$ cat src/hw/rtl/sddr_pkg.sv
// Shared types and constants for the sensor delta deadband reporter.
// Holds field widths, result kind codes, queue sizing and the queue entry type.
// No dependencies.
package sddr_pkg;

    // Default sizing of the sensor vector and of the per-frame report cap
    localparam int VECTOR_LENGTH_DEF = 256;
    localparam int MAX_REPORTS_DEF   = 64;

    // Field widths of the item and result channels
    localparam int SAMPLE_W = 32;
    localparam int TS_W     = 64;
    localparam int POS_W    = 8;
    localparam int DELTA_W  = 33;
    localparam int COUNT_W  = 7;
    localparam int SEQ_W    = 32;

    // Threshold register reset value, Q16.16 (about 1e-4)
    localparam logic [SAMPLE_W-1:0] THRESHOLD_RESET = 32'd7;

    // Result kind codes
    localparam logic KIND_REPORT  = 1'b0;
    localparam logic KIND_SUMMARY = 1'b1;

    // Queue between the classifier and the result sequencer
    localparam int QUEUE_DEPTH = 8;
    localparam int QUEUE_AW    = $clog2(QUEUE_DEPTH);
    localparam int USED_W      = $clog2(QUEUE_DEPTH + 1);

    // One classified item: a delta report, a frame summary, or both
    typedef struct packed {
        logic                      report;
        logic                      summary;
        logic [POS_W-1:0]          position;
        logic signed [DELTA_W-1:0] delta;
        logic [COUNT_W-1:0]        count;
        logic [TS_W-1:0]           frame_time;
        logic [SEQ_W-1:0]          seq;
    } t_entry;

endpackage

$ cat src/hw/rtl/sddr_back.sv
// Back end of the deadband reporter: queues classified entries and hands out
// their results, a delta report before the frame summary when both exist.
// Depends on sddr_pkg.
module sddr_back (
    input  logic                                  i_clk,
    input  logic                                  i_rst_n,
    input  logic                                  i_enq,
    input  sddr_pkg::t_entry                      i_entry,
    output logic                                  o_retire,
    output logic                                  empty,
    input  logic                                  pop,
    output logic                                  o_kind,
    output logic [sddr_pkg::POS_W-1:0]            o_position,
    output logic signed [sddr_pkg::DELTA_W-1:0]   o_delta,
    output logic [sddr_pkg::COUNT_W-1:0]          o_report_count,
    output logic [sddr_pkg::TS_W-1:0]             o_frame_time,
    output logic [sddr_pkg::SEQ_W-1:0]            o_sequence_res,
    output logic                                  o_last
);

    import sddr_pkg::*;

    t_entry              r_q [QUEUE_DEPTH];
    logic [QUEUE_AW-1:0] r_wp;
    logic [QUEUE_AW-1:0] r_rp;
    logic [USED_W-1:0]   r_cnt;
    logic                r_phase;

    t_entry w_head;
    logic   w_pair;
    logic   w_show_report;
    logic   w_pop_ok;

    assign w_head        = r_q[r_rp];
    assign w_pair        = w_head.report && w_head.summary;
    assign w_show_report = w_head.report && !r_phase;
    assign empty         = (r_cnt == '0);
    assign w_pop_ok      = pop && !empty;

    // Retire the entry with its final result
    assign o_retire = w_pop_ok && !(w_pair && !r_phase);

    // Present the current result of the head entry
    assign o_kind         = w_show_report ? KIND_REPORT : KIND_SUMMARY;
    assign o_position     = w_show_report ? w_head.position : '0;
    assign o_delta        = w_show_report ? w_head.delta : '0;
    assign o_report_count = w_show_report ? '0 : w_head.count;
    assign o_frame_time   = w_show_report ? '0 : w_head.frame_time;
    assign o_sequence_res = w_show_report ? '0 : w_head.seq;
    assign o_last         = w_show_report ? !w_head.summary : 1'b1;

    // Queue control
    always_ff @(posedge i_clk) begin
        if (!i_rst_n) begin
            r_wp    <= '0;
            r_rp    <= '0;
            r_cnt   <= '0;
            r_phase <= 1'b0;
        end else begin
            if (i_enq) begin
                r_wp <= r_wp + 1'b1;
            end
            if (o_retire) begin
                r_rp <= r_rp + 1'b1;
            end
            r_cnt <= r_cnt + USED_W'(i_enq) - USED_W'(o_retire);
            if (w_pop_ok) begin
                r_phase <= w_pair && !r_phase;
            end
        end
    end

    // Queue storage
    always_ff @(posedge i_clk) begin
        if (i_enq) begin
            r_q[r_wp] <= i_entry;
        end
    end

`ifndef NO_ASSERTIONS
    a_no_overflow: assert property (@(posedge i_clk) disable iff (!i_rst_n)
        !(i_enq && !o_retire && (r_cnt == USED_W'(QUEUE_DEPTH))))
        else $error("back: enqueue into full queue");

    a_phase_pair: assert property (@(posedge i_clk) disable iff (!i_rst_n)
        r_phase |-> (!empty && w_pair))
        else $error("back: summary phase without a paired entry");

    a_pair_two_pops: assert property (@(posedge i_clk) disable iff (!i_rst_n)
        (w_pop_ok && w_pair && !r_phase) |=> (r_phase && !empty))
        else $error("back: paired entry left before its summary");
`endif

endmodule
$ cat config.mk
export PLATFORM = sky130hd
export DESIGN_NAME = sddr_back
export DESIGN_NICKNAME = d
export VERILOG_FILES = /design/src/hw/rtl/sddr_pkg.sv /design/src/hw/rtl/sddr_back.sv
export SDC_FILE = /design/constraint.sdc
export NUM_CORES = 1
export LEC_CHECK = 0
export BUFFER_PORTS_ARGS = -buffer_cell sky130_fd_sc_hd__buf_2
export CAP_MARGIN = 0
export CORE_AREA = 2 2 397 399
export CTS_BUF_LIST = sky130_fd_sc_hd__clkbuf_8 sky130_fd_sc_hd__clkbuf_16
export DETAILED_ROUTE_END_ITERATION = 8
export DIE_AREA = 0 0 399 401
export MAX_ROUTING_LAYER = met4
export PLACE_DENSITY = 0.44
export SETUP_SLACK_MARGIN = 0.4
export SYNTH_ARGS = -nofsm -noshare
export SYNTH_HDL_FRONTEND = slang
export SYNTH_SLANG_ARGS = --single-unit
$ cat constraint.sdc
create_clock -name i_clk -period 32.8 [get_ports i_clk]
set_clock_uncertainty 0.2 [all_clocks]
set_input_delay 4.92 -clock i_clk [delete_from_list [all_inputs] [get_ports i_clk]]
set_output_delay 4.92 -clock i_clk [all_outputs]
set_load 0.01 [all_outputs]
== After elaboration in Yosys (flattened, before gate mapping) ==
Memories as Yosys holds them, arrays and structs flattened. A register that Yosys moved wholly into a read port is not among the register bits.
Index checks and enable logic that the tools add are counted.

* Bits in registers: 11
* Memory bits (writable): 1168
* Output and inout port bits: 148
* Memories kept: 1

* $add $sub $neg: 4
* Muxes and demuxes: 11
* Reductions and logical operators: 10

{| class="wikitable"
|+ Memories
! name !! words !! width !! read ports !! clocked after Yosys merged registers in !! write ports !! line !! text
|-
| r_q || 8 || 146 || 1 || 1 || 1 || sddr_back.sv:23 || <nowiki>t_entry r_q [QUEUE_DEPTH];</nowiki>
|}

{| class="wikitable"
|+ Operators by type and width
! operator !! count
|-
| 64-bit 2-to-1 mux || 1
|-
| 33-bit 2-to-1 mux || 1
|-
| 32-bit 2-to-1 mux || 1
|-
| 8-bit 2-to-1 mux || 1
|-
| 7-bit 2-to-1 mux || 1
|-
| 3-bit by 1-bit adder with 3-bit output (second input constant) || 2
|-
| 3-bit 2-to-1 mux || 2
|-
| 1-bit logical AND || 5
|-
| 4-bit by 1-bit adder with 4-bit output || 1
|-
| 1-bit zero test || 4
|-
| 4-bit zero test || 1
|-
| 1-bit 2-to-1 mux || 4
|-
| 4-bit by 1-bit subtractor with 4-bit output || 1
|}

== Depth between registers and ports, before layout ==
* Depth in word-level cells: 6
* Gate-level depth with buffers: 12
* Depth with buffers taken out: 11

== Worst setup path before layout ==
No wires, ideal clock.

* Path type: input port to flip-flop
* Start point: input port i_enq
* End point: memory r_q[0][0] (netlist bit), enable pin
* Setup time: 830 ps
* Arrival: 14860 ps
* Required time: 31770 ps
* Setup slack: 16910 ps
* Cell stages on the path: 2
* Path through: nand2b_1 nor3_1

* Word-level cells in the longest chain between the ends: 2

{| class="wikitable"
|+ RTL lines
! element !! line !! text
|-
| from (decl) || sddr_back.sv:7 || <nowiki>input logic i_enq,</nowiki>
|-
| 1-bit 2-to-1 mux || sddr_back.sv:75 || <nowiki>if (i_enq) begin</nowiki>
|-
| 1-bit 2-to-1 mux (implied by the code) || sddr_back.sv:76 || <nowiki>r_q[r_wp] <= i_entry;</nowiki>
|-
| to (decl) || sddr_back.sv:23 ||
|}

No other way between the ends.

== Worst setup path in the final report ==
* Start point: input port pop
* End point: output port o_retire

* Word-level cells in the longest chain between the ends: 2

{| class="wikitable"
|+ RTL lines
! element !! line !! text
|-
| from (decl) || sddr_back.sv:11 || <nowiki>input logic pop,</nowiki>
|-
| 1-bit logical AND || sddr_back.sv:38 || <nowiki>assign w_pop_ok = pop && !empty;</nowiki>
|-
| 1-bit logical AND || sddr_back.sv:41 || <nowiki>assign o_retire = w_pop_ok && !(w_pair && !r_phase);</nowiki>
|-
| to (decl) || sddr_back.sv:9 || <nowiki>output logic o_retire,</nowiki>
|}

No other way between the ends.

==> results.tsv <==
stage	metric	value	unit
outcome	status	finished, final reports clean	
job	cap_violations	0	
timing	worst_pin_slew	1158	ps
synthesis	ys_top_cells_by_area	edfxtp_1, mux4_2, mux2i_1, nor2_1, dfxtp_1	
min_path	hp-class	reg2reg	
timing	setup_viol	0	
power	power.net_switching	0.001008	W
final_layout	fillers	14650	
setup_path	startpoint	pop	
synthesis	ys_ff_latch	1182	
timing	fin_crit	10990	ps
route	num_vias	20710	
clock_tree	cts_setup_buffers	0	
die	die-area	160000	um^2
place	dpl_cell_area	48940	um^2
global_route	grt_pass1_wl	159.9	mm
timing	slew_violations	0	
final_layout	fin_area	53250	um^2
synthesis	ys_warn_count	0	
global_route	antenna_found_initial	38	
global_route	grt_overflow_total	0	
final_layout	area_delta_synth_final	18.32	%
setup_path	arrival	5870	ps
route	vias_per_cell	4.614	
setup_path	start_kind	input port	
power	swShare	26.07	%
synthesis	synthArstFlopShare	0	%
timing	fin_hold_ws	274.1	ps
route	finalWirelength	110.7	mm
setup_path	cp-end-kind	primary output	
timing	slew_headroom	22.82	%
power	ir_drop	0.04704	mV
clock_tree	cts_made_buffers	139	
setup_path	crit_fanout	7	
die	pin_count	298	
synthesis	ys_seq_area_share	78.56	%
synthesis	synthDistinctLibCells	35	
route	drt-wirelength-per-cell	24.66	um
final_layout	nets	2470	
die	initial_core_util	28.91	%
die	die_x	399	um
power	comb_power_share	18.0	%
setup_path	r2r_start	r_wp[1]	
timing	tns	0	ps
power	power.density	72.60	nW/um^2
synthesis	synth_top_area_share	77.93	%
global_route	grtUsageMet3	3.340	%
timing	hold_viol	0	
power	pwr-share-seq	44.6	%
place	place_congestion	0.6600	
synthesis	synth_xor_xnor_area_share	0.07784	%
synthesis	synth_fa_ha_area_share	0.2113	%
clock_tree	clk_latency	760	ps
clock_tree	cts_resized	0	
synthesis	synthesis.nets	2096	
synthesis	syn_avg_cell_area	23.21	um^2
route	drt-pass1-iter-count	4	
clock_tree	h-tree-depth	4	
synthesis	synth_ff_type	edfxtp_1	
min_path	worstHoldStart	r_rp[2]	
synthesis	synthMuxAreaShare	17.97	%
final_layout	drive_gt1_share	34.34	%
synthesis	synthesis.area	45000	um^2
place	portBuffers	297	
synthesis	synthCells	1939	
timing	rsz0062_at_grt	no	
route	initialDrtViolationCount	1330	
die	coreArea	155700	um^2
clock_tree	path_clk_slew	60	ps
global_route	grt_max_degree	107	
synthesis	synth_compound_area_share	0.2141	%
route	remaining_drc_errors	0	
timing	fmax	90.98	MHz
global_route	grt_usage	14.27	%
power	total_power	0.003866	W
setup_path	critPathRequiredTime	27680	ps
timing	final.period_utilization	33.51	%
global_route	grt_pass1_vias	22930	
clock_tree	hold_buffers	0	
global_route	met1_usage	17.25	%
route	postRouteAntennaNets	0	
synthesis	synth_top_family_by_area	multiplexers	
global_route	met2_usage	23.76	%
die	rows	145	
place	hpwl	56.44	mm
synthesis	synth-simple-area-share	1.682	%
clock_tree	cts_max_path_buffers	3	
global_route	busiest_layer	met2	
clock_tree	clock-sinks	1182	
power	clockPowerShare	37.4	%
clock_tree	cts_tree	yes	
synthesis	synth_top_cell_by_area	edfxtp_1	
clock_tree	root_buffer	clkbuf_16	
power	leakage	16.69	nW
die	die_y	401	um
setup_path	path_class	in2out	
power	intPower	0.002858	W
synthesis	synth-edff-count	1168	
setup_path	reg2reg_slack	29280	ps
## metal layers
metal	vias up	wire length (um)
met5	-	0
met4	0	2418
met3	180	5487
met2	463	56270
met1	11180	46510
li1	8891	-
## synth_stat cells, drive strengths merged, types with 2 or more instances
cell type / count
clkbuf: 26
nand2b: 6
mux2: 4
inv: 7
xor2: 3
mux2i: 153
edfxtp: 1168
nor3: 2
buf: 74
dfxtp: 14
a2111oi: 2
and2: 8
nor2: 151
nand2: 12
nor2b: 2
mux4: 289
ha: 6
## final timing paths
kind	to	cells past startpoint
max reg2reg	r_q[6][121]	5
min reg2reg	flip-flop	2
max	o_retire	5
min	flip-flop	2
## cell usage in the layout, fill, tap and decap left out, types with 29 or more instances in the layout
cell,synthesis,final
inv_1,6,30
mux4_2,289,289
buf_4,5,29
clkbuf_16,0,143
clkinv_1,0,32
edfxtp_1,1168,1168
mux2i_1,153,153
buf_2,51,297
nor2_1,151,145
## sequential cells by signal (all words and copies together), names as in the netlist, named ones only
name	flops
r_rp	3
r_cnt	4
r_q	1168
r_wp	3
r_phase	1
## logic make-up after synthesis
| kind of cell | after synthesis |
|---|---|
| buf+inv | 107 |
| fa+ha+maj | 7 |
| compound gates | 8 |
| xor+xnor | 4 |
| mux | 446 |
| flops | 1182 |
| simple gates | 185 |
## power by group through the flow
stage,combinational (W),clock (W),sequential [W]
6_report,0.000695,0.00145,0.00172
2_1_floorplan,0.000482,0,0.00175
4_1_cts,0.000726,0.00150,0.00173
3_5_place_dp,0.000725,0,0.00176
3_3_place_gp,0.000719,0,0.00175
5_1_grt,0.000765,0.00155,0.00173
## critical path: stages
cell	delay (ps)
buf_2	90
inv_1	60
nor2_1	170
a21boi_2	420
buf_2	210
## per-stage QoR
stage               setup slack, ps  util, %  cells
floorplan                     16910        -   1939
global placement              21770    31.44   4230
detailed placement            21800    31.44   4230
CTS                           21790    34.18   4469
global route                  21690    34.21   4488
finish                        21810    34.21   4489
## cell type report
class	count	area, um^2	share of cell area (%)
clock inverters	96	683.2	1.283
inverters	7	26.28	0.04934
clock buffers	143	3578	6.720
well taps	2058	2575	4.836
multi-input cells	650	9126	17.14
repair buffers	333	1844	3.464
diodes	20	50.05	0.09399
flip-flops and latches	1182	35370	66.42
Power figures use the tool's default switching activity.
